## config.mk

```make
export PLATFORM = sky130hd
export DESIGN_NAME = imu_complementary_filter
export DESIGN_NICKNAME = d
export VERILOG_FILES = /design/src/hdl/imu_cf_pkg.sv /design/src/hdl/imu_complementary_filter.sv
export SDC_FILE = /design/constraint.sdc
export NUM_CORES = 2
export LEC_CHECK = 0
export BUFFER_PORTS_ARGS = -buffer_cell sky130_fd_sc_hd__buf_2
export CORE_AREA = 2 2 357 359
export DETAILED_ROUTE_END_ITERATION = 10
export DIE_AREA = 0 0 359 361
export MAX_ROUTING_LAYER = met4
export PLACE_DENSITY = 0.73
export SYNTH_ARGS = -nofsm -noshare
export SYNTH_HDL_FRONTEND = slang
export SYNTH_SLANG_ARGS = --single-unit
```

## constraint.sdc

```tcl
create_clock -name clk -period 33.1 [get_ports clk]
set_input_delay 3.31 -clock clk [delete_from_list [all_inputs] [get_ports clk]]
set_output_delay 3.31 -clock clk [all_outputs]
set_load 0.01 [all_outputs]
```

## src/hdl/imu_cf_pkg.sv

```systemverilog
`timescale 1ns / 1ps
// ============================================================================
// imu_cf_pkg
// Shared types, constants and tables of the IMU complementary filter.
// ============================================================================
package imu_cf_pkg;

    localparam int CORDIC_STEPS_DEF = 16;
    localparam int ATAN_ENTRIES     = 24;
    localparam int MUL_A_W          = 48;
    localparam int MUL_BITS         = 34;
    localparam int ACC_W            = MUL_A_W + MUL_BITS;
    localparam int SQRT_STEPS       = 26;
    localparam int SQRT_TOP         = 2 * (SQRT_STEPS - 1);
    localparam int CNT_W            = 6;
    localparam int CORD_W           = 34;
    localparam int ANG_W            = 26;

    localparam logic signed [23:0] ANGLE_LIMIT  = 24'sd5898240;
    localparam logic [CORD_W-1:0]  INV_GAIN_Q30 = CORD_W'(652032874);

    localparam logic [15:0] BLEND_RESET = 16'd16384;
    localparam logic [15:0] STEP_RESET  = 16'd655;
    localparam logic [15:0] DRIFT_RESET = 16'd229;

    localparam logic [7:0] REG_BLEND_WEIGHT = 8'd0;
    localparam logic [7:0] REG_STEP_TIME    = 8'd1;
    localparam logic [7:0] REG_YAW_DRIFT    = 8'd2;

    typedef enum logic [2:0] {
        PH_IDLE,
        PH_SETUP,
        PH_MUL,
        PH_SQRT,
        PH_CORD,
        PH_STORE,
        PH_FINISH
    } phase_t;

    typedef enum logic [4:0] {
        ST_SIN_P,
        ST_SIN_R,
        ST_MUL_SS,
        ST_MUL_CS,
        ST_MUL_ZC,
        ST_MUL_YT,
        ST_MUL_XT,
        ST_MUL_INC,
        ST_MUL_PDT,
        ST_MUL_RDT,
        ST_MUL_AY,
        ST_MUL_AZ1,
        ST_SQRT_P,
        ST_VEC_P,
        ST_MUL_AX,
        ST_MUL_AZ2,
        ST_SQRT_R,
        ST_VEC_R,
        ST_MUL_PW,
        ST_MUL_PA,
        ST_MUL_RW,
        ST_MUL_RA
    } step_t;

    // atan(2^-i) in Q16.16 degrees
    function automatic logic [22:0] atan_deg(input logic [4:0] i);
        logic [22:0] v;
        case (i)
            5'd0:    v = 23'd2949120;
            5'd1:    v = 23'd1740967;
            5'd2:    v = 23'd919879;
            5'd3:    v = 23'd466945;
            5'd4:    v = 23'd234379;
            5'd5:    v = 23'd117304;
            5'd6:    v = 23'd58666;
            5'd7:    v = 23'd29335;
            5'd8:    v = 23'd14668;
            5'd9:    v = 23'd7334;
            5'd10:   v = 23'd3667;
            5'd11:   v = 23'd1833;
            5'd12:   v = 23'd917;
            5'd13:   v = 23'd458;
            5'd14:   v = 23'd229;
            5'd15:   v = 23'd115;
            5'd16:   v = 23'd57;
            5'd17:   v = 23'd29;
            5'd18:   v = 23'd14;
            5'd19:   v = 23'd7;
            5'd20:   v = 23'd4;
            5'd21:   v = 23'd2;
            5'd22:   v = 23'd1;
            default: v = 23'd0;
        endcase
        return v;
    endfunction

    // clamp a blended angle to +-90 degrees
    function automatic logic signed [23:0] sat_angle(input logic signed [33:0] v);
        logic signed [23:0] r;
        if (v > 34'(ANGLE_LIMIT)) begin
            r = ANGLE_LIMIT;
        end else if (v < -34'(ANGLE_LIMIT)) begin
            r = -ANGLE_LIMIT;
        end else begin
            r = v[23:0];
        end
        return r;
    endfunction

endpackage

```

## src/hdl/imu_complementary_filter.sv

```systemverilog
`timescale 1ns / 1ps
// ============================================================================
// imu_complementary_filter
// Pitch, roll and yaw estimation from one accel + gyro item per update.
// ============================================================================
//
//  channel | signals                                  | direction
//  --------+------------------------------------------+----------
//  in      | in_valid/in_ready, accel_xyz, gyro_xyz   | sink
//  out     | out_valid/out_ready, pitch/roll/yaw      | source
//  cfg     | cfg_valid/cfg_ready, cfg_index, cfg_data | sink
//
//  One item takes 22 sequencer steps: 16 shift-add multiplies of
//  MUL_BITS (34) bits each, two square roots and four CORDIC runs,
//  each step framed by a setup and a store state, plus a finish state
//  and an accept state. All multiplies share the one bit-serial
//  multiplier.
//  Reset clears the angles and loads the register defaults.
//  A new item is taken while the previous result still waits on out; the
//  final update holds until that result is taken. cfg is always ready.
//
module imu_complementary_filter #(
    parameter int CORDIC_STEPS = imu_cf_pkg::CORDIC_STEPS_DEF
) (
    input  logic               clk,
    input  logic               rst_n,

    input  logic               in_valid,
    output logic               in_ready,
    input  logic signed [15:0] accel_x,
    input  logic signed [15:0] accel_y,
    input  logic signed [15:0] accel_z,
    input  logic signed [15:0] gyro_x,
    input  logic signed [15:0] gyro_y,
    input  logic signed [15:0] gyro_z,

    output logic               out_valid,
    input  logic               out_ready,
    output logic signed [23:0] pitch_angle,
    output logic signed [23:0] roll_angle,
    output logic signed [31:0] yaw_angle,

    input  logic               cfg_valid,
    output logic               cfg_ready,
    input  logic [7:0]         cfg_index,
    input  logic [15:0]        cfg_data
);
    import imu_cf_pkg::*;

    // control
    phase_t             phase_reg, phase_next;
    step_t              step_reg;
    logic [CNT_W-1:0]   cnt_reg;
    logic               out_valid_reg;

    // registers and filter state
    logic [15:0]        blend_reg, dt_reg, drift_reg;
    logic signed [23:0] pitch_reg, roll_reg;
    logic [31:0]        yaw_reg;

    // captured item
    logic signed [15:0] ax_reg, ay_reg, az_reg, gx_reg, gy_reg, gz_reg;

    // multiplier
    logic signed [ACC_W-1:0]    acc_reg, mcand_reg, pp;
    logic [MUL_BITS-1:0]        mplier_reg;
    logic signed [MUL_A_W-1:0]  mul_a;
    logic [MUL_BITS-1:0]        mul_b;
    logic                       mul_clr;
    logic [16:0]                acc_weight;

    // square root
    logic [47:0]                sq_n_reg;
    logic [50:0]                sq_r_reg, sq_bit;
    logic [51:0]                sq_trial;
    logic [CNT_W-1:0]           sq_sh;

    // cordic
    logic signed [CORD_W-1:0]   cx_reg, cy_reg, cdx, cdy;
    logic signed [ANG_W-1:0]    cz_reg, c_at;
    logic                       cvec_reg, c_neg;
    logic [4:0]                 c_idx;

    // intermediates
    logic signed [CORD_W-1:0]   sp_reg, cp_reg, sr_reg, cr_reg, t1_reg, t2_reg;
    logic signed [47:0]         rate_reg;
    logic [31:0]                inc_reg;
    logic signed [33:0]         candp_reg, candr_reg;
    logic signed [ANG_W-1:0]    accp_reg, accr_reg;
    logic signed [23:0]         pnew_reg, rnew_reg;

    logic unit_done, out_free;

    assign in_ready    = (phase_reg == PH_IDLE);
    assign cfg_ready   = 1'b1;
    assign out_valid   = out_valid_reg;
    assign pitch_angle = pitch_reg;
    assign roll_angle  = roll_reg;
    assign yaw_angle   = yaw_reg;
    assign out_free    = !out_valid_reg || out_ready;

    // ------------------------------------------------------------------
    // Phase sequencing
    // ------------------------------------------------------------------
    always_comb
    begin
        case (phase_reg)
            PH_MUL:  unit_done = (cnt_reg == CNT_W'(MUL_BITS - 1));
            PH_SQRT: unit_done = (cnt_reg == CNT_W'(SQRT_STEPS - 1));
            PH_CORD: unit_done = (cnt_reg == CNT_W'(CORDIC_STEPS - 1));
            default: unit_done = 1'b0;
        endcase
    end

    always_comb
    begin
        phase_next = phase_reg;
        case (phase_reg)
            PH_IDLE:
            begin
                if (in_valid) phase_next = PH_SETUP;
            end
            PH_SETUP:
            begin
                case (step_reg)
                    ST_SIN_P, ST_SIN_R, ST_VEC_P, ST_VEC_R: phase_next = PH_CORD;
                    ST_SQRT_P, ST_SQRT_R:                   phase_next = PH_SQRT;
                    default:                                phase_next = PH_MUL;
                endcase
            end
            PH_MUL, PH_SQRT, PH_CORD:
            begin
                if (unit_done) phase_next = PH_STORE;
            end
            PH_STORE:
            begin
                phase_next = (step_reg == ST_MUL_RA) ? PH_FINISH : PH_SETUP;
            end
            PH_FINISH:
            begin
                if (out_free) phase_next = PH_IDLE;
            end
            default: phase_next = PH_IDLE;
        endcase
    end

    // ------------------------------------------------------------------
    // Operand selection per step
    // ------------------------------------------------------------------
    assign acc_weight = 17'h10000 - {1'b0, blend_reg};

    always_comb
    begin
        mul_a   = '0;
        mul_b   = '0;
        mul_clr = 1'b1;
        case (step_reg)
            ST_MUL_SS:  begin mul_a = MUL_A_W'(sr_reg); mul_b = sp_reg; end
            ST_MUL_CS:  begin mul_a = MUL_A_W'(cr_reg); mul_b = sp_reg; end
            ST_MUL_ZC:  begin mul_a = MUL_A_W'(gz_reg); mul_b = cp_reg; end
            ST_MUL_YT:
            begin
                mul_a   = -MUL_A_W'(gy_reg);
                mul_b   = t1_reg;
                mul_clr = 1'b0;
            end
            ST_MUL_XT:
            begin
                mul_a   = MUL_A_W'(gx_reg);
                mul_b   = t2_reg;
                mul_clr = 1'b0;
            end
            ST_MUL_INC:
            begin
                mul_a = MUL_A_W'(rate_reg >>> 6);
                mul_b = {18'd0, dt_reg};
            end
            ST_MUL_PDT: begin mul_a = MUL_A_W'(gx_reg); mul_b = {18'd0, dt_reg}; end
            ST_MUL_RDT: begin mul_a = MUL_A_W'(gy_reg); mul_b = {18'd0, dt_reg}; end
            ST_MUL_AY:  begin mul_a = MUL_A_W'(ay_reg); mul_b = MUL_BITS'(ay_reg); end
            ST_MUL_AX:  begin mul_a = MUL_A_W'(ax_reg); mul_b = MUL_BITS'(ax_reg); end
            ST_MUL_AZ1, ST_MUL_AZ2:
            begin
                mul_a   = MUL_A_W'(az_reg);
                mul_b   = MUL_BITS'(az_reg);
                mul_clr = 1'b0;
            end
            ST_MUL_PW:  begin mul_a = MUL_A_W'(candp_reg); mul_b = {18'd0, blend_reg}; end
            ST_MUL_RW:  begin mul_a = MUL_A_W'(candr_reg); mul_b = {18'd0, blend_reg}; end
            ST_MUL_PA:
            begin
                mul_a   = MUL_A_W'(accp_reg);
                mul_b   = {17'd0, acc_weight};
                mul_clr = 1'b0;
            end
            ST_MUL_RA:
            begin
                mul_a   = MUL_A_W'(accr_reg);
                mul_b   = {17'd0, acc_weight};
                mul_clr = 1'b0;
            end
            default: mul_clr = 1'b0;
        endcase
    end

    // ------------------------------------------------------------------
    // Arithmetic units, one bit / one digit / one rotation per cycle
    // ------------------------------------------------------------------
    // add the multiplicand for a set multiplier bit; the sign bit subtracts
    assign pp = mplier_reg[0] ? mcand_reg : '0;

    // root bit walks down two places per cycle
    assign sq_sh    = CNT_W'(SQRT_TOP) - {cnt_reg[CNT_W-2:0], 1'b0};
    assign sq_bit   = 51'd1 << sq_sh;
    assign sq_trial = 52'(sq_r_reg) + 52'(sq_bit);

    assign c_idx = cnt_reg[4:0];
    assign cdx   = cx_reg >>> c_idx;
    assign cdy   = cy_reg >>> c_idx;
    assign c_at  = ANG_W'(atan_deg(c_idx));
    // vectoring drives y to zero, rotation drives z to zero
    assign c_neg = cvec_reg ? (cy_reg > 0) : cz_reg[ANG_W-1];

    // ------------------------------------------------------------------
    // Control registers, configuration and filter state
    // ------------------------------------------------------------------
    always_ff @(posedge clk or negedge rst_n)
    begin
        if (!rst_n) begin
            phase_reg     <= PH_IDLE;
            step_reg      <= ST_SIN_P;
            cnt_reg       <= '0;
            out_valid_reg <= 1'b0;
            blend_reg     <= BLEND_RESET;
            dt_reg        <= STEP_RESET;
            drift_reg     <= DRIFT_RESET;
            pitch_reg     <= '0;
            roll_reg      <= '0;
            yaw_reg       <= '0;
        end else begin
            phase_reg <= phase_next;

            if (cfg_valid) begin
                case (cfg_index)
                    REG_BLEND_WEIGHT: blend_reg <= cfg_data;
                    REG_STEP_TIME:    dt_reg    <= cfg_data;
                    REG_YAW_DRIFT:    drift_reg <= cfg_data;
                    default:          ;
                endcase
            end

            case (phase_reg)
                PH_IDLE:  step_reg <= ST_SIN_P;
                PH_SETUP: cnt_reg  <= '0;
                PH_MUL, PH_SQRT, PH_CORD: cnt_reg <= cnt_reg + 1'b1;
                PH_STORE:
                begin
                    if (step_reg != ST_MUL_RA) begin
                        step_reg <= step_t'(5'(step_reg) + 5'd1);
                    end
                end
                default: ;
            endcase

            // commit the new attitude once the previous result is gone
            if (phase_reg == PH_FINISH && out_free) begin
                pitch_reg     <= pnew_reg;
                roll_reg      <= rnew_reg;
                yaw_reg       <= yaw_reg + inc_reg - {16'd0, drift_reg};
                out_valid_reg <= 1'b1;
            end else if (out_ready) begin
                out_valid_reg <= 1'b0;
            end
        end
    end

    // ------------------------------------------------------------------
    // Datapath registers
    // ------------------------------------------------------------------
    always_ff @(posedge clk)
    begin
        if (phase_reg == PH_IDLE && in_valid) begin
            ax_reg <= accel_x;
            ay_reg <= accel_y;
            az_reg <= accel_z;
            gx_reg <= gyro_x;
            gy_reg <= gyro_y;
            gz_reg <= gyro_z;
        end

        case (phase_reg)
            PH_SETUP:
            begin
                mcand_reg  <= ACC_W'(mul_a);
                mplier_reg <= mul_b;
                if (mul_clr) acc_reg <= '0;
                sq_n_reg   <= {acc_reg[31:0], 16'd0};
                // keep the root through the vectoring step for the zero test
                if (step_reg == ST_SQRT_P || step_reg == ST_SQRT_R) begin
                    sq_r_reg <= '0;
                end
                case (step_reg)
                    ST_SIN_P, ST_SIN_R:
                    begin
                        cx_reg   <= INV_GAIN_Q30;
                        cy_reg   <= '0;
                        cz_reg   <= (step_reg == ST_SIN_P) ? ANG_W'(pitch_reg)
                                                           : ANG_W'(roll_reg);
                        cvec_reg <= 1'b0;
                    end
                    default:
                    begin
                        // magnitude in Q8 scaled by 64, numerator by 16384
                        cx_reg   <= {1'b0, sq_r_reg[26:0], 6'd0};
                        cy_reg   <= (step_reg == ST_VEC_P)
                                    ? {{4{ax_reg[15]}}, ax_reg, 14'd0}
                                    : {{4{ay_reg[15]}}, ay_reg, 14'd0};
                        cz_reg   <= '0;
                        cvec_reg <= 1'b1;
                    end
                endcase
            end
            PH_MUL:
            begin
                acc_reg    <= (cnt_reg == CNT_W'(MUL_BITS - 1)) ? acc_reg - pp
                                                                : acc_reg + pp;
                mcand_reg  <= mcand_reg <<< 1;
                mplier_reg <= mplier_reg >> 1;
            end
            PH_SQRT:
            begin
                if (52'(sq_n_reg) >= sq_trial) begin
                    sq_n_reg <= sq_n_reg - sq_trial[47:0];
                    sq_r_reg <= (sq_r_reg >> 1) + sq_bit;
                end else begin
                    sq_r_reg <= sq_r_reg >> 1;
                end
            end
            PH_CORD:
            begin
                if (c_neg) begin
                    cx_reg <= cx_reg + cdy;
                    cy_reg <= cy_reg - cdx;
                    cz_reg <= cz_reg + c_at;
                end else begin
                    cx_reg <= cx_reg - cdy;
                    cy_reg <= cy_reg + cdx;
                    cz_reg <= cz_reg - c_at;
                end
            end
            PH_STORE:
            begin
                case (step_reg)
                    ST_SIN_P:   begin sp_reg <= cy_reg; cp_reg <= cx_reg; end
                    ST_SIN_R:   begin sr_reg <= cy_reg; cr_reg <= cx_reg; end
                    ST_MUL_SS:  t1_reg <= acc_reg[63:30];
                    ST_MUL_CS:  t2_reg <= acc_reg[63:30];
                    ST_MUL_XT:  rate_reg <= acc_reg[47:0];
                    ST_MUL_INC: inc_reg <= acc_reg[61:30];
                    ST_MUL_PDT: candp_reg <= 34'(pitch_reg) + signed'(acc_reg[39:6]);
                    ST_MUL_RDT: candr_reg <= 34'(roll_reg) + signed'(acc_reg[39:6]);
                    // a zero accel vector gives a zero angle
                    ST_VEC_P:
                    begin
                        accp_reg <= (sq_r_reg == '0 && ax_reg == '0) ? '0 : cz_reg;
                    end
                    ST_VEC_R:
                    begin
                        accr_reg <= (sq_r_reg == '0 && ay_reg == '0) ? '0 : cz_reg;
                    end
                    ST_MUL_PA:  pnew_reg <= sat_angle(acc_reg[49:16]);
                    ST_MUL_RA:  rnew_reg <= sat_angle(acc_reg[49:16]);
                    default:    ;
                endcase
            end
            default: ;
        endcase
    end

endmodule

```

Word level (Yosys, flattened, before mapping)
Memory sizes are Yosys's and may differ from the RTL's.
Cells that the tools add are included.
W data, S select, Z words.
{"block": "op_classes", "div_mod_pow": 0, "add_sub_neg": 20, "multipliers": 0, "mux": 41, "eq_ne": 40, "shift": 3, "reduce_logical": 50, "n_bitwise": 0, "order_cmp": 4}
{"cell": "$pmux W48 S14", "count": 1}
{"cell": "$pmux W34 S10", "count": 1}
{"cell": "$pmux W82 S2", "count": 2}
{"cell": "$mux W82", "count": 3}
{"cell": "$pmux W34 S2", "count": 3}
{"cell": "$mux W34", "count": 4}
{"cell": "$mux W51", "count": 2}
{"cell": "$pmux W51 S2", "count": 1}
{"cell": "$pmux W48 S2", "count": 1}
{"cell": "$add A82 B82 Y82", "count": 1}
{"cell": "$sub A82 B82 Y82", "count": 1}
{"cell": "$mux W26", "count": 3}
{"cell": "$add A24 B34 Y34", "count": 2}
{"cell": "$add A34 B34 Y34", "count": 2}
{"cell": "$sshr A34 B5 Y34", "count": 2}
{"cell": "$sub A34 B34 Y34", "count": 2}
{"cell": "$add A51 B51 Y52", "count": 1}
{"cell": "$ge A48 B52 Y1", "count": 1}
{"cell": "$pmux W26 S2", "count": 1}
{"cell": "$add A50 B51 Y51", "count": 1}
{"cell": "$logic_not A51 Y1", "count": 1}
{"cell": "$shl A1 B6 Y51 const A", "count": 1}
{"cell": "$mux W24", "count": 2}
{"cell": "$mux W48", "count": 1}
{"cell": "51 further kinds", "count": 118}
{"block": "word_totals", "wordCells": 198, "mem_bits_rw": 0, "n_memories": 1, "rom_bits": 704, "latch_bits": 0, "out_inout_bits": 83, "register_bits": 1083, "input_bits": 125}
{"name": "(no name shown)", "depth": 32, "word_bits": 22, "read_ports": 1, "rd_ports_with_merged_regs": 0, "write_ports": 0, "line_no": "imu_cf_pkg.sv:68", "rtl": "case (i)"}

Logic depth before layout (Yosys ltp)
{"block": "logic_depth", "depth_word": 6, "mapped_depth": 42, "depth_no_buf": 30}

Worst setup path before layout
OpenSTA, ideal clock, no wires.
{"block": "synth_timing", "path_kind": "reg-to-reg", "from": "register cnt_reg[2]", "to": "register sq_n_reg[0] (enable)", "path_stages_with_launch": 40, "n_path_buf": 11, "period_less_slack_ps": 11610, "setup_slack_ps": 21490, "setup_ps": 520, "arrival_ps": 11090, "required_ps": 32580, "path_cell_list": "dfrtp_1 -> buf_2 -> buf_6 -> buf_4 -> inv_2 -> buf_2 -> buf_4 -> buf_2 -> buf_2 -> ha_1 -> ha_1 -> clkbuf_1 -> nand2_1 -> nor3_1 -> ha_1 -> a311o_1 -> a311o_1 -> a31o_2 -> (+4 left out) -> o21a_1 -> o21ai_0 -> a21oi_1 -> xor2_1 -> ha_1 -> clkbuf_1 -> a21o_1 -> a211oi_1 -> a211oi_1 -> o21ai_0 -> a31oi_1 -> o2111ai_1 -> a41oi_1 -> o2111ai_2 -> or2_1 -> buf_2 -> buf_2 -> o21ai_0"}
{"block": "synth_via", "elab_chain_len": 6}
{"item": "start: declaration", "line_no": "imu_complementary_filter.sv:53", "rtl": "logic [CNT_W-1:0] cnt_reg;"}
{"item": "start signal: assignment", "line_no": "imu_complementary_filter.sv:255", "rtl": "PH_MUL, PH_SQRT, PH_CORD: cnt_reg <= cnt_reg + 1'b1;"}
{"item": "$sub A6 B6 Y6", "line_no": "imu_complementary_filter.sv:213", "rtl": "assign sq_sh = CNT_W'(SQRT_TOP) - {cnt_reg[CNT_W-2:0], 1'b0};"}
{"item": "$shl A1 B6 Y51", "line_no": "imu_complementary_filter.sv:214", "rtl": "assign sq_bit = 51'd1 << sq_sh;"}
{"item": "$add A51 B51 Y52", "line_no": "imu_complementary_filter.sv:215", "rtl": "assign sq_trial = 52'(sq_r_reg) + 52'(sq_bit);"}
{"item": "$ge A48 B52 Y1", "line_no": "imu_complementary_filter.sv:332", "rtl": "if (52'(sq_n_reg) >= sq_trial) begin"}
{"item": "$ne A2 B2 Y1 (no line)"}
{"item": "$reduce_and A2 Y1 (no line)"}
{"item": "end signal: assignment", "line_no": "imu_complementary_filter.sv:297", "rtl": "sq_n_reg <= {acc_reg[31:0], 16'd0};"}
{"item": "end signal: assignment", "line_no": "imu_complementary_filter.sv:333", "rtl": "sq_n_reg <= sq_n_reg - sq_trial[47:0];"}
{"item": "end: declaration", "line_no": "imu_complementary_filter.sv:73", "rtl": "logic [47:0] sq_n_reg;"}
Every way passes these cells.
A chain may end at the register's enable or synchronous reset.

Worst setup path after layout
{"block": "layout_timing", "from": "register cnt_reg[1]", "to": "register sq_n_reg[45] (enable)"}
The elaborated chain is that of the path after synthesis.

==> metrics.txt <==
Syn Inst Count=6769; gpl congestion=1.017; CORE AREA=125400 sq um; arrival time worst endpoint=9.44 ns; DRC violation total after the first TritonRoute iteration=8380; syn avg cell area=10.17 sq um; post-place setup slack=24.06 ns; Synth cell types=107; Compound-Gate Fraction of Synth Area=0.1827; Critical Setup Path Class=flip-flop to flip-flop; clock skew=0.06601 ns; Worst Hold Margin=0.4151 ns; CTS max path bufs=3; Slew headroom=0.1816; H-Tree Depth=3; Post-Syn Area=just under 70000 sq um; Worst Min Path Start=rnew_reg[8]; Cell Rows=130; clk_lat worst skew=~0.78 ns; worst hold endpoint=roll_angle[8]; Top FF cell, synth=edfxtp_1; CP peak stage delay=0.87 ns; Critical R2R Capture=sq_n_reg[45]; Num CTS Buffers=112; post-synthesis adder-cell area fraction=0.07800; DRT Pass-1 Iters=11; drt wl/cell=27.77 um; largest family of logic cells by synthesized area=compound AO/OA/AOI/OAI gates; Startpoint Class=flip-flop; post-route insts no fill=8585; Total GRT Usage=0.3692; Crit. End Element=flip-flop; IO buf count=206; Synth Area in Simple Gates=0.1421; Fmax=roughly 110 MHz; type of the worst min-delay path=flip-flop to flip-flop; Cell Pwr Density=37.28 nW/um^2; first-pass GRT wire length=between 300000 and 400000 um; layout cell share with drive strength beyond 1=0.1083; hold_buf cts=0; peak supply drop=around 0.000044 V; Final period util=0.2746; Worst EP required=between 30 and 40 ns; DRT Wirelength=238400 um; vias per std cell=6.669; # DRC=0; setup_tns=0 ns; final hold vios=0; IO Pins=208; CTS root buffer=clkbuf_16; count of final setup violators=0; worst r2r src=cnt_reg[1]; clock edge transition at the registers on the reported setup and hold paths=roughly 0.070 ns; global route overflow=0; starting density of the core=0.5490; worst reg2reg setup slack=between 20 and 25 ns; min Tclk post-route=9.091 ns; Max-cap violations=0; Syn Nets=approximately 7300; Async SR Flop Fraction=0.1374; CTS sink cnt=1041; outcome=completed; CP Max Fanout=48; Slowest cell on crit path=dfrtp_4; placed cells=between 8000 and 9000; max-slew violation count=0; Crit path top cell by count=ha_1; Die Ht=361 um; yosys warns=0; Nets=between 7000 and 8000; die area=129600 sq um; CTS tree=done; Setup WS post-layout=24.01 ns; post-cts sizing count=0; number of flops mapped to enable cells by yosys=898; Worst-Margin Slew=1.212 ns; synthesized flop and latch total=1041; Tot Pwr=2805 uW; ANT nets after route=0; routed vias=57250; post-synthesis sequential area ratio=0.4439; worst hold path stage count=2; HPWL after detailed placement=173100 um; post-synthesis mux area share=0.05648; FF-to-FF path depth=30; vias in the first global route=54020; XOR/XNOR Fraction of Synth Area=0.06157; Die W=359 um; pin count of the biggest net entering global routing=86; area growth from synthesis to layout=9.281%; RSZ-0062 raised after global routing=false; Lkg Pwr=0.02991 uW; Setup Fix Bufs, Post-CTS=0; initial antenna violation count=10
cells by family after synthesis:
logic type      Yosys count
compound gates         1903
simple gates           2046
mux                     278
fa+ha+maj               416
buf+inv                 600
other cells               1
xor+xnor                484
flops                  1041
stage by stage:
step | utilization | instance area, sq um
2_1_floorplan | - | 68850
3_3_place_gp | 0.5685 | 71300
3_5_place_dp | 0.5685 | 71300
4_1_cts | 0.5998 | 75220
5_1_grt | 0.5999 | 75230
6_report | 0.6000 | 75240
layout make-up:
type / instances / area, sq um
antenna: 7 / 17.52
clock buffer: 128 / 2894
clock inverter: 82 / 1028
fill: 10390 / 50170
inverter: 264 / 991.0
multi-input combinational: 5128 / 36040
sequential: 1041 / 30570
tap: 1650 / 2064
timing repair buffer: 285 / 1630
critical path, delay by kind of cell, from the launching register on:
kind,cells,cell delay [ns]
xor+xnor,1,0.09
simple gates,3,0.73
flops,1,0.87
fa+ha+maj,4,1.63
buf+inv,3,1.13
compound gates,19,4.21
layer usage:
| metal | wire, um | global-route usage | up-vias |
|---|---|---|---|
| met2 | 108200 | 0.5651 | 3373 |
| met1 | 90660 | 0.4652 | 27690 |
| met4 | 14980 | 0.1962 | 0 |
| met5 | 0 | - | - |
| met3 | 24590 | 0.07266 | 634 |
| li1 | - | - | 25560 |
where the power goes:
group / internal [uW] / total, uW / switching (uW)
registers: 1410 / 1410 / 3.17
clock network: 762 / 1340 / 580
logic: 22.5 / 48.0 / 25.5
cells in the mapped netlist (57+ instances only):
cell      count  area (sq um)
nand3_1     120         600.6
mux2_2       84         945.9
inv_1       261         979.7
nor2_1      464          1742
and3_1       59         369.1
a22oi_1      84         630.6
dfrtp_1     131          3278
a21o_1      218          1637
a22o_1       68         595.6
a21oi_1     449          2247
ha_1        390          4880
edfxtp_1    898         26970
clkbuf_1    260         975.9
mux2i_1     113          1131
o21ai_0     384          1922
a211oi_1     59         442.9
mux4_2       77          1734
a31oi_1      92         575.6
and2_1      127         794.5
nor2b_1      57         356.6
o21bai_1     63         473.0
xor2_1      214          1874
nor3_1      108         540.5
nand2_1     727          2729
nand2b_1     71         444.2
nand4_1      89         556.8
xnor2_1     270          2365
how the worst max path moves through the flow:
stage,startpoint,to,slack [ns]
floorplan,cnt_reg[2],sq_n_reg[0],21.49
global placement,cnt_reg[1],sq_n_reg[42],24.26
detailed placement,cnt_reg[1],sq_n_reg[42],24.06
CTS,cnt_reg[1],sq_n_reg[45],24.05
global route,cnt_reg[1],sq_n_reg[45],23.48
finish,cnt_reg[1],sq_n_reg[45],24.01
cell usage in the layout, fill, tap and decap left out, types with 59 or more instances in the layout:
| cell type | Yosys | routed |
|---|---|---|
| a21o_1 | 218 | 218 |
| a31oi_1 | 92 | 92 |
| mux4_2 | 77 | 77 |
| clkbuf_16 | 0 | 113 |
| mux2i_1 | 113 | 112 |
| inv_1 | 261 | 261 |
| nor2_1 | 464 | 456 |
| xnor2_1 | 270 | 270 |
| edfxtp_1 | 898 | 898 |
| a22oi_1 | 84 | 84 |
| o21ai_0 | 384 | 380 |
| a21oi_1 | 449 | 449 |
| buf_4 | 6 | 79 |
| and2_1 | 127 | 125 |
| a22o_1 | 68 | 68 |
| nand4_1 | 89 | 89 |
| o21bai_1 | 63 | 63 |
| nand2b_1 | 71 | 71 |
| nand2_1 | 727 | 723 |
| dfrtp_1 | 131 | 126 |
| buf_2 | 28 | 205 |
| nor3_1 | 108 | 103 |
| a211oi_1 | 59 | 59 |
| nand3_1 | 120 | 119 |
| ha_1 | 390 | 390 |
| xor2_1 | 214 | 214 |
| mux2_2 | 84 | 84 |
Power figures use the tool's default switching activity.
